$ cat src/design/fspt_pkg.sv
// Shared types and constants for the binary32 power-of-two scaling pipeline.
`default_nettype none
package fspt_pkg;

    localparam logic [7:0]  FIELD_MAX  = 8'hFF;
    localparam logic [8:0]  EXP_BIAS   = 9'd127;
    localparam int          MANT_BITS  = 23;
    localparam int          SIG_BITS   = MANT_BITS + 1;
    localparam logic [30:0] MAX_FINITE = 31'h7F7FFFFF;

    typedef enum logic
    {
        CMD_LDEXP = 1'b0,
        CMD_FREXP = 1'b1
    } cmd_t;

    // Word after the first stage: operand split up, scale chosen, lead count known.
    typedef struct packed
    {
        logic                sign;
        logic                zero;
        logic                sat;
        logic [SIG_BITS-1:0] sig;
        logic [7:0]          field;
        logic signed [9:0]   scale;
        logic [4:0]          lead;
        logic signed [8:0]   extracted;
    } dec_t;

    // Word after the second stage: significand normalized, final exponent known.
    typedef struct packed
    {
        logic                sign;
        logic                zero;
        logic                sat;
        logic [SIG_BITS-1:0] sig;
        logic signed [10:0]  expo;
        logic signed [8:0]   extracted;
    } norm_t;

endpackage
`default_nettype wire

$ cat src/design/float_scale_by_power_of_two.sv
// Path: a word taken with start is registered in turn by the decode and lead count,
// normalize and pack stages, then appears on the result ports, marked by done.
// Throughput: one word per cycle; busy stays low, since every stage is a plain
// register with a valid bit and the result side takes every word.
// Reset: rst_n clears all valid bits asynchronously; no word is in flight after it.
`default_nettype none
module float_scale_by_power_of_two
(
    input  wire logic               clk,
    input  wire logic               rst_n,
    input  wire logic               start,
    output logic                    busy,
    input  wire logic               command,
    input  wire logic [31:0]        value_bits,
    input  wire logic signed [9:0]  scale_exponent,
    output logic                    done,
    output logic [31:0]             result_bits,
    output logic signed [8:0]       extracted_exponent
);
    import fspt_pkg::*;

    dec_t  dec_word;
    logic  dec_valid;
    norm_t norm_word;
    logic  norm_valid;
    logic  accept;

    assign busy   = 1'b0;
    assign accept = start && !busy;

    fspt_decode u_decode
    (
        .clk            (clk),
        .rst_n          (rst_n),
        .in_valid       (accept),
        .command        (command),
        .value_bits     (value_bits),
        .scale_exponent (scale_exponent),
        .dec_out        (dec_word),
        .dec_valid      (dec_valid)
    );

    fspt_normalize u_normalize
    (
        .clk        (clk),
        .rst_n      (rst_n),
        .dec_in     (dec_word),
        .dec_valid  (dec_valid),
        .norm_out   (norm_word),
        .norm_valid (norm_valid)
    );

    fspt_pack u_pack
    (
        .clk                (clk),
        .rst_n              (rst_n),
        .norm_in            (norm_word),
        .norm_valid         (norm_valid),
        .result_bits        (result_bits),
        .extracted_exponent (extracted_exponent),
        .done               (done)
    );

endmodule
`default_nettype wire

$ cat src/design/fspt_decode.sv
// First stage: operand decode, scale selection and leading-zero count.
`default_nettype none
module fspt_decode
(
    input  wire logic               clk,
    input  wire logic               rst_n,
    input  wire logic               in_valid,
    input  wire logic               command,
    input  wire logic [31:0]        value_bits,
    input  wire logic signed [9:0]  scale_exponent,
    output fspt_pkg::dec_t          dec_out,
    output logic                    dec_valid
);
    import fspt_pkg::*;

    logic [7:0]          field;
    logic [22:0]         mant;
    logic [SIG_BITS-1:0] sig;
    logic [4:0]          lead;
    logic signed [8:0]   extracted;
    logic signed [9:0]   scale;
    dec_t                dec_next;
    dec_t                dec_reg;
    logic                valid_next;
    logic                valid_reg;

    assign field = value_bits[30:23];
    assign mant  = value_bits[22:0];
    assign sig   = {(field != 8'd0), mant};

    // Priority encoder: the highest set bit wins, giving the left shift
    // that brings it up to the hidden-bit position.
    always_comb
    begin
        lead = 5'd0;
        for (int i = 0; i < SIG_BITS; i++)
        begin
            if (sig[i])
            begin
                lead = 5'(SIG_BITS - 1 - i);
            end
        end
    end

    always_comb
    begin
        if (cmd_t'(command) == CMD_FREXP)
        begin
            extracted = $signed({1'b0, field} - EXP_BIAS);
            scale     = $signed(10'd127 - {2'b00, field});
        end
        else
        begin
            extracted = 9'sd0;
            scale     = scale_exponent;
        end
    end

    always_comb
    begin
        dec_next.sign      = value_bits[31];
        dec_next.zero      = (field == 8'd0) && (mant == 23'd0);
        dec_next.sat       = (field == FIELD_MAX);
        dec_next.sig       = sig;
        // A subnormal sits at the same scale as field one.
        dec_next.field     = (field == 8'd0) ? 8'd1 : field;
        dec_next.scale     = scale;
        dec_next.lead      = lead;
        dec_next.extracted = extracted;
        valid_next         = in_valid;
    end

    always_ff @(posedge clk or negedge rst_n)
    begin
        if (!rst_n)
        begin
            valid_reg <= 1'b0;
        end
        else
        begin
            valid_reg <= valid_next;
        end
    end

    always_ff @(posedge clk)
    begin
        dec_reg <= dec_next;
    end

    assign dec_out   = dec_reg;
    assign dec_valid = valid_reg;

endmodule
`default_nettype wire

$ cat src/design/fspt_normalize.sv
// Second stage: left-normalizes the significand and forms the result exponent.
`default_nettype none
module fspt_normalize
(
    input  wire logic           clk,
    input  wire logic           rst_n,
    input  fspt_pkg::dec_t      dec_in,
    input  wire logic           dec_valid,
    output fspt_pkg::norm_t     norm_out,
    output logic                norm_valid
);
    import fspt_pkg::*;

    norm_t norm_next;
    norm_t norm_reg;
    logic  valid_next;
    logic  valid_reg;

    always_comb
    begin
        norm_next.sign      = dec_in.sign;
        norm_next.zero      = dec_in.zero;
        norm_next.sat       = dec_in.sat;
        norm_next.sig       = dec_in.sig << dec_in.lead;
        norm_next.expo      = $signed({3'b000, dec_in.field})
                            + $signed({dec_in.scale[9], dec_in.scale})
                            - $signed({6'b000000, dec_in.lead});
        norm_next.extracted = dec_in.extracted;
        valid_next          = dec_valid;
    end

    always_ff @(posedge clk or negedge rst_n)
    begin
        if (!rst_n)
        begin
            valid_reg <= 1'b0;
        end
        else
        begin
            valid_reg <= valid_next;
        end
    end

    always_ff @(posedge clk)
    begin
        norm_reg <= norm_next;
    end

    assign norm_out   = norm_reg;
    assign norm_valid = valid_reg;

endmodule
`default_nettype wire

$ cat src/design/fspt_pack.sv
// Third stage: saturation, subnormal right shift and packing of the result word.
`default_nettype none
module fspt_pack
(
    input  wire logic           clk,
    input  wire logic           rst_n,
    input  fspt_pkg::norm_t     norm_in,
    input  wire logic           norm_valid,
    output logic [31:0]         result_bits,
    output logic signed [8:0]   extracted_exponent,
    output logic                done
);
    import fspt_pkg::*;

    logic signed [10:0] rshift;
    logic [SIG_BITS-1:0] denorm;
    logic [31:0]        result_next;
    logic [31:0]        result_reg;
    logic signed [8:0]  extracted_reg;
    logic               done_next;
    logic               done_reg;

    assign rshift = 11'sd1 - norm_in.expo;

    // Any shift of a full significand width or more leaves nothing.
    always_comb
    begin
        if (rshift >= 11'sd24)
        begin
            denorm = '0;
        end
        else
        begin
            denorm = norm_in.sig >> rshift[4:0];
        end
    end

    always_comb
    begin
        if (norm_in.zero)
        begin
            result_next = {norm_in.sign, 31'd0};
        end
        else if (norm_in.sat || (norm_in.expo >= 11'sd255))
        begin
            result_next = {norm_in.sign, MAX_FINITE};
        end
        else if (norm_in.expo >= 11'sd1)
        begin
            result_next = {norm_in.sign, norm_in.expo[7:0], norm_in.sig[MANT_BITS-1:0]};
        end
        else
        begin
            result_next = {norm_in.sign, 8'd0, denorm[MANT_BITS-1:0]};
        end
        done_next = norm_valid;
    end

    always_ff @(posedge clk or negedge rst_n)
    begin
        if (!rst_n)
        begin
            done_reg <= 1'b0;
        end
        else
        begin
            done_reg <= done_next;
        end
    end

    always_ff @(posedge clk)
    begin
        result_reg    <= result_next;
        extracted_reg <= norm_in.extracted;
    end

    assign result_bits        = result_reg;
    assign extracted_exponent = extracted_reg;
    assign done               = done_reg;

endmodule
`default_nettype wire
$ cat config.mk
export PLATFORM = sky130hd
export DESIGN_NAME = float_scale_by_power_of_two
export DESIGN_NICKNAME = d
export VERILOG_FILES = /design/src/design/fspt_pkg.sv /design/src/design/float_scale_by_power_of_two.sv /design/src/design/fspt_decode.sv /design/src/design/fspt_normalize.sv /design/src/design/fspt_pack.sv
export SDC_FILE = /design/constraint.sdc
export NUM_CORES = 1
export LEC_CHECK = 0
export BUFFER_PORTS_ARGS = -buffer_cell sky130_fd_sc_hd__buf_4
export CORE_MARGIN = 1.5
export CORE_UTILIZATION = 30
export CTS_CLUSTER_DIAMETER = 100
export DETAILED_ROUTE_END_ITERATION = 8
export PLACE_DENSITY = 0.54
export SYNTH_ARGS = -nofsm -noshare
export SYNTH_HDL_FRONTEND = slang
export SYNTH_SLANG_ARGS = --single-unit
$ cat constraint.sdc
create_clock -name clk -period 2.5 [get_ports clk]
set_input_delay 0.5 -clock clk [delete_from_list [all_inputs] [get_ports clk]]
set_output_delay 0.5 -clock clk [all_outputs]
set_load 0.01 [all_outputs]
## After elaboration in Yosys (flattened, before gate mapping)

Index checks and enable logic that the tools add are counted.

| word-level totals | value |
|---|---|
| word-level logic and storage cells | 74 |
| output and inout bits | 43 |
| register bits after elaboration | 150 |
| input bits | 46 |

| operators by class | value |
|---|---|
| mux-type cells | 27 |
| add/subtract/negate cells | 5 |
| shifts and indexed selects | 2 |
| order comparisons | 3 |
| bitwise operators | 1 |
| equal/unequal tests | 1 |
| reduce and logical (&&, ||, !) cells | 10 |

Operators with widths:

| cell | count |
|---|---|
| 31-bit two-way mux | 2 |
| 5-bit two-way mux | 8 |
| 4-bit two-way mux | 8 |
| 24-bit by 5-bit left shift with 24-bit output | 1 |
| 24-bit by 5-bit >> shifter with 23-bit output | 1 |
| 23-bit zero test | 1 |
| 23-bit two-way mux | 1 |
| 16-bit OR reduction | 1 |
| 3-bit two-way mux | 4 |
| 9-bit by 10-bit adder with 11-bit output | 1 |
| 11-bit by 2-bit greater-or-equal comparator with 1-bit output (second input constant) | 1 |
| 11-bit by 6-bit greater-or-equal comparator with 1-bit output (second input constant) | 1 |
| 11-bit by 9-bit greater-or-equal comparator with 1-bit output (second input constant) | 1 |
| 11-bit by 6-bit subtractor with 11-bit output | 1 |
| 2-bit by 11-bit subtractor with 11-bit output (first input constant) | 1 |
| 10-bit two-way mux | 1 |
| 7-bit by 8-bit subtractor with 9-bit output (first input constant) | 1 |
| 8-bit by 7-bit subtractor with 9-bit output (second input constant) | 1 |
| 8-bit == test (second input constant) | 1 |
| 8-bit zero test | 1 |
| 8-bit nonzero test | 1 |
| 8-bit OR reduction | 1 |
| 2-bit two-way mux | 2 |
| 4-bit OR reduction | 1 |
| other kinds (6) | 6 |

## Depth between registers and ports, before layout

Gate-level depths: netlist of the first run.

| logic depth | value |
|---|---|
| word-level depth | 23 |
| gate-level depth with buffers | 13 |
| gate-level depth less buffers | 12 |

## Cells and area by module

Synthesis of the first run repeated with hierarchy kept, for this count alone.

| second synthesis, totals | value |
|---|---|
| cell total of the unflattened synthesis | 820 |
| area total of the unflattened synthesis | 7,797.5 sq um |

By module, submodules not included:

| module | area an instance (sq um) | cells each | seq. area each (sq um) | times used |
|---|---|---|---|---|
| fspt_pack | 3,014.1 | 365 | 845.8 | 1 |
| fspt_normalize | 2,915.3 | 285 | 965.9 | 1 |
| fspt_decode | 1,856.8 | 168 | 1,206.2 | 1 |
| float_scale_by_power_of_two | 11.3 | 2 | 0.0 | 1 |

## Worst setup path before layout of the first run

No wires, ideal clock.

| timing | value |
|---|---|
| path kind | register to register |
| start | register u_normalize.norm_reg, in the netlist u_normalize.norm_out[10] |
| end | register u_pack.result_reg[15] (netlist: u_pack.result_bits[15]) |
| setup time | 0.116 ns |
| required time | 2.384 ns |
| buffers on the path | 5 |
| slack | -0.234 ns |
| stages on the path, launching flop included | 12 |
| period minus slack after synthesis | 2.734 ns |
| arrival | 2.618 ns |
| cell sequence | dfxtp_1 > buf_2 > inv_2 > buf_2 > ha_1 > buf_2 > buf_4 > buf_4 > mux2_1 > a221oi_1 > o21ai_0 > a31o_1 |

| on the way | value |
|---|---|
| word-level cells in the longest chain between the ends | 5 |
| elaborated cells on any way between the ends | 9 |
| those cells by class | add/sub (1); order compare (3); shift (1); mux (3); reduce/logical (1) |

RTL lines:

| what | RTL line | RTL |
|---|---|---|
| start: declaration | fspt_normalize.sv:15 | `norm_t norm_reg;` |
| start signal: assignment | fspt_normalize.sv:46 | `norm_reg <= norm_next;` |
| 2-bit by 11-bit subtractor with 11-bit output | fspt_pack.sv:23 | `assign rshift = 11'sd1 - norm_in.expo;` |
| 11-bit by 6-bit greater-or-equal comparator with 1-bit output / 24-bit by 5-bit >> shifter with 23-bit output (equally long branches) | fspt_pack.sv:28, fspt_pack.sv:34 |  |
| 23-bit two-way mux | fspt_pack.sv:28 | `if (rshift >= 11'sd24)` |
| 31-bit two-way mux | fspt_pack.sv:48 | `else if (norm_in.expo >= 11'sd1)` |
| 31-bit two-way mux (*) | fspt_pack.sv:44 | `else if (norm_in.sat \|\| (norm_in.expo >= 11'sd255))` |
| end signal: assignment | fspt_pack.sv:73 | `result_reg <= result_next;` |
| end: declaration | fspt_pack.sv:18 | `logic [31:0] result_reg;` |

Mark *: on every way between the ends. The rest lies on a longest branch, timed or not.
A chain may end at the register's enable or synchronous reset.

==> impl_metrics.toml, run 1 <==
[timing]
rsz0062_at_grt = "true"
max_freq_mhz = 429.0
fin_tns_setup_ns = 0
hold_viol_final = 0
clock_skew_ns = 0.01010
min_period_ns = 2.331
timing.final.ws_setup_ns = 0.1690
relSlewSlack_pct = 61.05
maxSlewViolCount = 0
min_period_over_period_pct = 93.24
worst_pin_slew_ns = 0.5801
setup_viol = 0

[worst_setup_path]
cp_max_fo = 2
r2r_start = "u_decode.dec_out[15]$_DFF_P_"
regToRegSetupSlack_ns = 0.17
rr_worst_depth = 9
cp-start-kind = "register"
end_kind = "register"
r2r-end = "u_normalize.norm_out[17]$_DFF_P_"
arrival_ns = 2.68
crit_type = "reg2reg"
cp.required_ns = 2.85

[synth]
postSynthCellCount = 785
ys_async_sr_fraction_pct = 2.000
syn-num-nets = 855
synth-seq-cells = 150
synth_ff_type = "dfxtp_1"
yosys.cell_types.count = 65
ys_top_cells_by_area = "dfxtp_1 40%, mux2i_1 9.5%, nand2_1 3.6%, a21oi_1 3.6%, ha_1 3.3%"
synth_edf_count = 0
yosysSeqAreaShare_pct = 41.30
synth_top_cell_by_area = "dfxtp_1"
synth.avg_cell_area_um2 = 9.308
yosys.area.top_type_share_pct = 40.27
synth.yosys.warnings = 0
syn_area_mm2 = 0.007307

[clock_network]
postCtsSetupBuffers = 0
tritoncts = "done"
path_clk_slew_ns = 0.07
cts.path.max_buffers = 2
cts_buffers = 17
cts_root_buf = "clkbuf_16"
cts.sinks = 150
htreeDepth = 4
clock_latency_ns = 0.43

[floorplan]
dieArea_mm2 = 0.02530
core-area_mm2 = 0.02368
io_pins = 89
die_h_um = 159.1
rows = 56
start_util_pct = 30.85
fp.dieW_um = 159.1

[finish]
finalNetCount = 928
final_cell_count_no_fill = 1190
fillers = 2446
utilization_pct = 37.38
largest_reg_flops = 59
postLayoutCellArea_mm2 = 0.008853
drive_above_1_share_pct = 21.58
diodes = 0
areaGrowthSynthToFinish_pct = 21.16

[global_route]
grt_pass1_wl_um = 27770
grt-ovfl-total = 0
first_global_vias = 5361
grt_antenna_before_repair = 0
grt_max_degree = 33
grt_usage_pct = 13.53

[power]
netSwitchingPower_mw = 2.900
p_comb_share_pct = 34.3
power.leakage_nw = 3.797
clock_power_share_pct = 29.6
internal-power_mw = 5.433
ir_worst_vdd_mv = 0.3190
swShare_pct = 34.80
power_frac_seq_pct = 36.1
power_density_mw_per_mm2 = 941.2

[placed_design]
dp_slack_ns = 0.1105
placed_area_mm2 = 0.008269
dp_hpwl_um = 12680
gp_congestion = 0.9114
dp.cells = 1157
port_buffers = 87

[status]
status = "complete, no violations"

[worst_hold_path]
whs_endpoint = "u_decode.dec_out[58]$_DFF_P_"
min_path_type = "in2reg"
min_from = "value_bits[31]"
min_path_cells = 1

[detailed_routing]
wirelength_um = 16960
drt_pre_antenna_iters = 5
ant_nets = 0
post_drt_wl_per_cell_um = 14.26
vias = 5604
drt_iter0_drc = 327
drc = 0
avgViaCountPerCell = 4.709

[flow_run]
maxCapViolCount = 0
==> power by group through the flow <==
stage	clock [mW]	combinational [mW]	sequential, mW
5_1_grt	2.63	3.10	3.06
2_1_floorplan	0	1.87	3.10
3_5_place_dp	0	2.83	3.07
4_1_cts	2.52	2.84	3.02
3_3_place_gp	0	2.83	3.07
6_report	2.46	2.86	3.01
==> cells in the mapped netlist, types with 11 or more instances <==
master and n:
buf_2 13, clkbuf_1 29, mux2i_1 69, nand3_1 15, nor3_1 13, a211oi_1 13, mux2_2 20, o21ai_0 30
ha_1 19, nor2_1 56, a21oi_1 52, nand2_1 71, o22ai_1 11, a21o_1 11, dfxtp_1 147, and2_1 14
a31o_1 11, inv_1 56
==> how the worst max path moves through the flow <==
stage	start	to	slack, ns	depth (start not counted)
5_1_grt	u_decode.dec_out[15]$_DFF_P_	u_normalize.norm_out[17]$_DFF_P_	-0.03	9
3_3_place_gp	u_decode.dec_out[15]$_DFF_P_	u_normalize.norm_out[19]$_DFF_P_	0.18	9
2_1_floorplan	u_normalize.norm_out[10]$_DFF_P_	u_pack.result_bits[5]$_SDFF_PP0_	0.01	12
4_1_cts	u_decode.dec_out[15]$_DFF_P_	u_normalize.norm_out[17]$_DFF_P_	0.09	9
6_report	u_decode.dec_out[15]$_DFF_P_	u_normalize.norm_out[17]$_DFF_P_	0.17	9
3_5_place_dp	u_decode.dec_out[15]$_DFF_P_	u_normalize.norm_out[17]$_DFF_P_	0.11	9
==> metrics by stage <==
stage	power [mW]	hold slack, ns
2_1_floorplan	4.970	0.2044
3_3_place_gp	5.900	0.2913
3_5_place_dp	5.897	0.2908
4_1_cts	8.377	0.1539
5_1_grt	8.791	0.1510
6_report	8.333	0.1708
==> area by class of cell <==
class / instances / area, um^2 / area share (%)
multi-input cells: 523 / 3825 / 43.20
inverters: 58 / 217.7 / 2.459
clock buffers: 19 / 452.9 / 5.116
well taps: 319 / 399.1 / 4.508
repair buffers: 108 / 825.8 / 9.327
flip-flops and latches: 150 / 3019 / 34.10
clock inverters: 13 / 113.9 / 1.286
==> worst max-delay path, stage by stage (launching register included) <==
cell      delay, ns
dfxtp_1        0.32
inv_1          0.05
fa_1           0.50
fa_1           0.48
nor2b_1        0.11
o21ai_0        0.10
a21boi_1       0.19
o21ai_0        0.12
a21oi_1        0.21
xor2_1         0.17
==> placed cells by master (no fill, tap or decap), drive strengths merged, types with 4 or more instances in the layout <==
master    netlist  final
dfxtp         147    147
buf            25    107
nand2          71     71
mux2i          69     69
inv            58     65
nor2           56     56
a21oi          52     52
o21ai          38     38
mux2           24     24
ha             19     19
clkbuf         29     19
nand3          15     15
nor3           15     15
and2           14     14
a211oi         13     13
a31o           12     12
o22ai          11     11
a21o           11     11
xnor2          10     10
mux4           10     10
nand2b          9      9
or3             6      6
xor2            6      6
nor2b           5      5
fa              5      5
a31oi           4      4
o31ai           4      4
clkinvlp        0      4
nor4            4      4
==> metal layers <==
metal	track usage, %	part of all wire, %	vias up
li1	-	-	2863
met2	19.15	41	156
met1	19.61	52	2558
met4	5.746	2.3	0
met3	2.943	4.9	27
met5	0	0	-
==> cell families (layout without fill, tap and decap cells) <==
| group | Yosys count | after routing | share of synthesized area (%) |
|---|---|---|---|
| and+or+nand+nor | 209 | 209 | 13.82 |
| AOI/OAI and AO/OA | 170 | 170 | 15.26 |
| DFF | 150 | 150 | 41.30 |
| buffers and inverters | 112 | 198 | 6.592 |
| muxes | 103 | 103 | 16.23 |
| adders and majority gates | 24 | 24 | 4.623 |
| xor gates and xnor gates | 16 | 16 | 2.123 |
| other | 1 | 1 | 0.05132 |
==> timing repair <==
action                                  CTS  global route
hold buffers                              1             0
endpoints found under the setup margin    0             4
resized for setup                         0             3
endpoints found under the hold margin     3             0
No activity file was read; power rests on OpenSTA's default activity.
==> inputs of run 2 (changes only) <==
RECOVER_POWER = 50   (was unset)
==> run 2 against run 1 <==
Clock power barely moved; maximum frequency rose by 0.18%; flip-flop and latch count did not move; final area fell by 2.0%; power fell by 1.0%; critical endpoint unchanged; highest routed layer unchanged.
==> impl_metrics.toml, run 2 (synthesis results as in run 1) <==
[timing]
max_freq_mhz = 429.8
min_period_ns = 2.327
clock_skew_ns = 0.008324
setup_viol = 0
relSlewSlack_pct = 39.76
hold_viol_final = 0
maxSlewViolCount = 0
worst_pin_slew_ns = 0.9036
rsz0062_at_grt = "true"
timing.final.ws_setup_ns = 0.1732
min_period_over_period_pct = 93.07

[floorplan]
rows = 56
io_pins = 89
dieArea_mm2 = 0.02530
die_h_um = 159.1
core-area_mm2 = 0.02368
fp.dieW_um = 159.1
start_util_pct = 30.85

[finish]
largest_reg_flops = 59
diodes = 0
drive_above_1_share_pct = 16.30
finalNetCount = 928
final_common_cell = "dfxtp_1"
postLayoutCellArea_mm2 = 0.008678
fillers = 2487
areaGrowthSynthToFinish_pct = 18.77
final_cell_mix = "146 x dfxtp_1, 71 x nand2_1, 69 x mux2i_1, 59 x buf_4"

[worst_hold_path]
min_path_type = "in2reg"

[placed_design]
port_buffers = 87
gp_congestion = 0.9114
dp_hpwl_um = 12680
placed_area_mm2 = 0.008269
dp_slack_ns = 0.1105

[detailed_routing]
drt_iter0_drc = 321
drc = 0
post_drt_wl_per_cell_um = 14.32
drt_pre_antenna_iters = 5
avgViaCountPerCell = 4.687
vias = 5578
wirelength_um = 17040
ant_nets = 0

[worst_setup_path]
cp_slowest_cell = "fa_1"
max_stage_delay_ns = 0.50
cp_top_family = "adder cells"
cp_num_buf_inv = 1
cp.required_ns = 2.85
path_cells = "inv_1, fa_1, fa_1, nor2b_1, o21ai_0, a21boi_1, o21ai_0, a21oi_1, xor2_1"
regToRegSetupSlack_ns = 0.17
cp-start-kind = "register"
end_kind = "register"
cp_max_fo = 2
arrival_ns = 2.68
crit_type = "reg2reg"

[power]
ir_worst_vdd_mv = 0.3190
power.leakage_nw = 3.630
power_density_mw_per_mm2 = 950.5

[clock_network]
htreeDepth = 4
cts.sinks = 150
path_clk_slew_ns = 0.07
postCtsSetupBuffers = 0
clock_latency_ns = 0.43
cts.path.max_buffers = 2
cts_root_buf = "clkbuf_16"
cts_buffers = 17
tritoncts = "done"

[global_route]
grt_pass1_wl_um = 27770
grt_usage_pct = 13.53
grt-ovfl-total = 0
grt_antenna_before_repair = 0
grt_max_degree = 33
first_global_vias = 5361

[status]
status = "complete, no violations"

[flow_run]
maxCapViolCount = 0
-- run 2: cell types whose count changed in the layout (fill, tap and decap cells not counted) --
cell,delta
clkbuf_4,+2
buf_4,-47
and2_1,-3
nor4_2,-1
clkbuf_1,+45
and2_0,+3
nor4_1,+1
-- run 2: final cells by class --
class | instances | area, um^2 | area share [%]
Inverter | 58 | 217.7 | 2.509
Tap cell | 319 | 399.1 | 4.599
Multi-Input combinational cell | 523 | 3819 | 44.00
Timing Repair Buffer | 108 | 656.9 | 7.569
Clock buffer | 19 | 452.9 | 5.219
Sequential cell | 150 | 3019 | 34.79
Clock inverter | 13 | 113.9 | 1.312
-- run 2: where the power goes --
part | switching (mW) | total (mW) | internal [mW]
clock network | 1.11 | 2.46 | 1.35
logic | 1.55 | 2.77 | 1.22
registers | 0.240 | 3.01 | 2.77
total | 2.90 | 8.25 | 5.35
-- run 2: per-stage QoR --
stage                     utilization [%]  std cells  power (mW)  hold WS [ns]   TNS, ns
after CTS                           37.35       1190       8.377        0.1539         0
after floorplan                         -        785       4.970        0.2044         0
final                               36.64       1190       8.248        0.1916         0
after global routing                36.64       1190       8.707        0.1733  -0.03063
after detailed placement            34.92       1157       5.897        0.2908         0
after global placement              34.92       1157       5.900        0.2913         0
-- run 2: per-layer routing --
layer	track usage (%)	vias up	share of wire, %
met5	0	-	0
li1	-	2859	-
met2	19.15	166	41
met1	19.61	2528	52
met3	2.943	25	5.1
met4	5.746	0	2.1
-- run 2: path summary, 6_finish.rpt --
kind	depth (start not counted)	start	endpoint
max	9	u_decode.dec_out[15]$_DFF_P_	u_normalize.norm_out[17]$_DFF_P_
min	1	value_bits[31]	u_decode.dec_out[58]$_DFF_P_
max reg2reg	9	u_decode.dec_out[15]$_DFF_P_	u_normalize.norm_out[17]$_DFF_P_
min reg2reg	0	u_normalize.norm_out[5]$_DFF_P_	u_pack.extracted_exponent[5]$_DFF_P_
max in group asynchronous	2	rst_n	u_pack.done$_DFF_PN0_
min in group asynchronous	2	rst_n	u_normalize.norm_valid$_DFF_PN0_
-- run 2: repair_timing --
action / 4_1_cts / 5_1_grt
endpoints found under the hold margin: 3 / 0
setup endpoints to repair: 0 / 4
gates resized for setup: 0 / 3
hold buffers: 1 / 0
==> inputs of run 3 (changes only) <==
BUFFER_PORTS_ARGS = -buffer_cell sky130_fd_sc_hd__buf_2   (was -buffer_cell sky130_fd_sc_hd__buf_4)
==> run 3 against run 2 <==
Final area down 0.72%; critical path type unchanged; clock power rose by 7%; critical path depth did not move; clock-buffer cell count fell by 2; worst setup slack improved by 0.038 ns; cell count increased by 0.25%; non-clock buffer count rose by 3.
==> impl_metrics.toml, run 3 (synthesis results as in run 1) <==
[placed_design]
dp_hpwl_um = 12580
port_buffers = 87
gp_congestion = 0.8686

[finish]
final_cell_mix = "146 x dfxtp_1, 71 x nand2_1, 69 x mux2i_1, 56 x nor2_1, 56 x inv_1"
diodes = 0
areaGrowthSynthToFinish_pct = 17.91
largest_reg_flops = 59
layout.area.seq_mm2 = 0.003019
final_common_cell = "dfxtp_1"
fillers = 2459
finalNetCount = 931
drive_above_1_share_pct = 16.48
multi_input_area_mm2 = 0.003822

[clock_network]
cts_root_buf = "clkbuf_16"
clock_latency_ns = 0.43
cts_buffers = 17
path_clk_slew_ns = 0.07
cts.path.max_buffers = 2
tritoncts = "done"
cts.sinks = 150
htreeDepth = 4

[timing]
clock_skew_ns = 0.007234
rsz0062_at_grt = "false"
worst_pin_slew_ns = 0.8967
holdWs_ns = 0.1744
setup_viol = 0
hold_viol_final = 0
relSlewSlack_pct = 40.22
min_period_ns = 2.289
fin_tns_setup_ns = 0
max_freq_mhz = 436.9
maxSlewViolCount = 0
min_period_over_period_pct = 91.56

[status]
status = "complete, no violations"

[global_route]
grt_usage_pct = 13.57
grt-ovfl-total = 0
first_global_vias = 5326
grt_pass1_wl_um = 27880
grt_antenna_before_repair = 0
grt_max_degree = 32

[floorplan]
fp.dieW_um = 159.1
die_h_um = 159.1
rows = 56
dieArea_mm2 = 0.02530
core-area_mm2 = 0.02368
io_pins = 89
start_util_pct = 30.85

[worst_setup_path]
r2r-end = "u_pack.result_bits[5]$_SDFF_PP0_"
regToRegSetupSlack_ns = 0.21
cp_top_family = "compound AO/OA/AOI/OAI gates"
cp_slowest_cell = "ha_1"
end_kind = "register"
startpoint = "u_normalize.norm_out[11]$_DFF_P_"
r2r_start = "u_normalize.norm_out[11]$_DFF_P_"
max_stage_delay_ns = 0.39
cp.required_ns = 2.82
cp.depth = 9
crit_path_end = "u_pack.result_bits[5]$_SDFF_PP0_"
rr_worst_depth = 9
path_cells = "inv_1, ha_1, buf_4, mux2i_1, mux2_2, nor2_1, a211o_1, a22o_1, a21o_1"
cp-start-kind = "register"
cp_max_fo = 8
arrival_ns = 2.61
cp_num_buf_inv = 2
crit_type = "reg2reg"

[power]
clock_power_share_pct = 31.5
power_density_mw_per_mm2 = 964.2
swShare_pct = 35.57
internal-power_mw = 5.353
power_frac_seq_pct = 35.9
power.leakage_nw = 3.635
p_comb_share_pct = 32.5
ir_worst_vdd_mv = 0.3612
netSwitchingPower_mw = 2.955

[worst_hold_path]
min_path_type = "in2reg"

[flow_run]
maxCapViolCount = 0

[detailed_routing]
drt_iter0_drc = 435
drc = 0
vias = 5625
avgViaCountPerCell = 4.715
drt_pre_antenna_iters = 7
post_drt_wl_per_cell_um = 14.08
wirelength_um = 16790
ant_nets = 0
run 3: cell count changes in the layout (fill, tap and decap cells not counted), sizes merged:
cell | previous run | this run
inv | 65 | 70
clkinvlp | 4 | 0
clkbuf | 66 | 63
bufinv | 0 | 1
buf | 60 | 64
run 3: repair_timing:
action | CTS | global route
gates resized for setup | 0 | 6
hold buffers | 1 | 0
buffers inserted | 0 | 0
setup endpoints to repair | 0 | 4
endpoints found under the hold margin | 3 | 0
run 3: per-stage QoR:
stage	utilization [%]	power (mW)	setup slack [ns]	std cells	instance area, um^2
floorplan	-	4.970	0.01365	785	7331
global placement	34.04	5.736	0.1663	1160	8061
detailed placement	34.04	5.728	0.1123	1160	8061
CTS	36.61	8.388	0.08579	1193	8671
global route	36.38	8.802	0.03598	1193	8616
finish	36.38	8.307	0.2111	1193	8616
run 3: power groups by stage:
stage | logic [mW] | clock network, mW | registers [mW]
floorplan | 1.87 | 0 | 3.10
global placement | 2.70 | 0 | 3.04
detailed placement | 2.69 | 0 | 3.04
CTS | 2.71 | 2.69 | 2.98
global route | 2.98 | 2.80 | 3.03
finish | 2.70 | 2.62 | 2.98
run 3: worst min-delay path by stage:
stage,from,end,cells after the start
2_1_floorplan,rst_n,u_decode.dec_valid$_DFF_PN0_,0
3_3_place_gp,rst_n,u_pack.done$_DFF_PN0_,1
6_report,value_bits[31],u_decode.dec_out[58]$_DFF_P_,1
4_1_cts,value_bits[31],u_decode.dec_out[58]$_DFF_P_,1
5_1_grt,value_bits[31],u_decode.dec_out[58]$_DFF_P_,1
3_5_place_dp,rst_n,u_pack.done$_DFF_PN0_,1
run 3: cell type report:
type                       count  share of cell area (%)
inverter                      58                   2.527
clock buffer                  17                   4.938
multi-input combinational    523                   44.37
sequential                   150                   35.04
tap                          319                   4.633
clock inverter                15                   2.019
timing repair buffer         111                   6.477
run 3: routing by layer:
layer,global-route usage [%],part of all wire (%),vias to the layer above
li1,-,-,2869
met1,19.58,51,2547
met2,19.55,41,178
met3,2.865,5.1,31
met4,5.403,2.0,0
met5,0,0,-
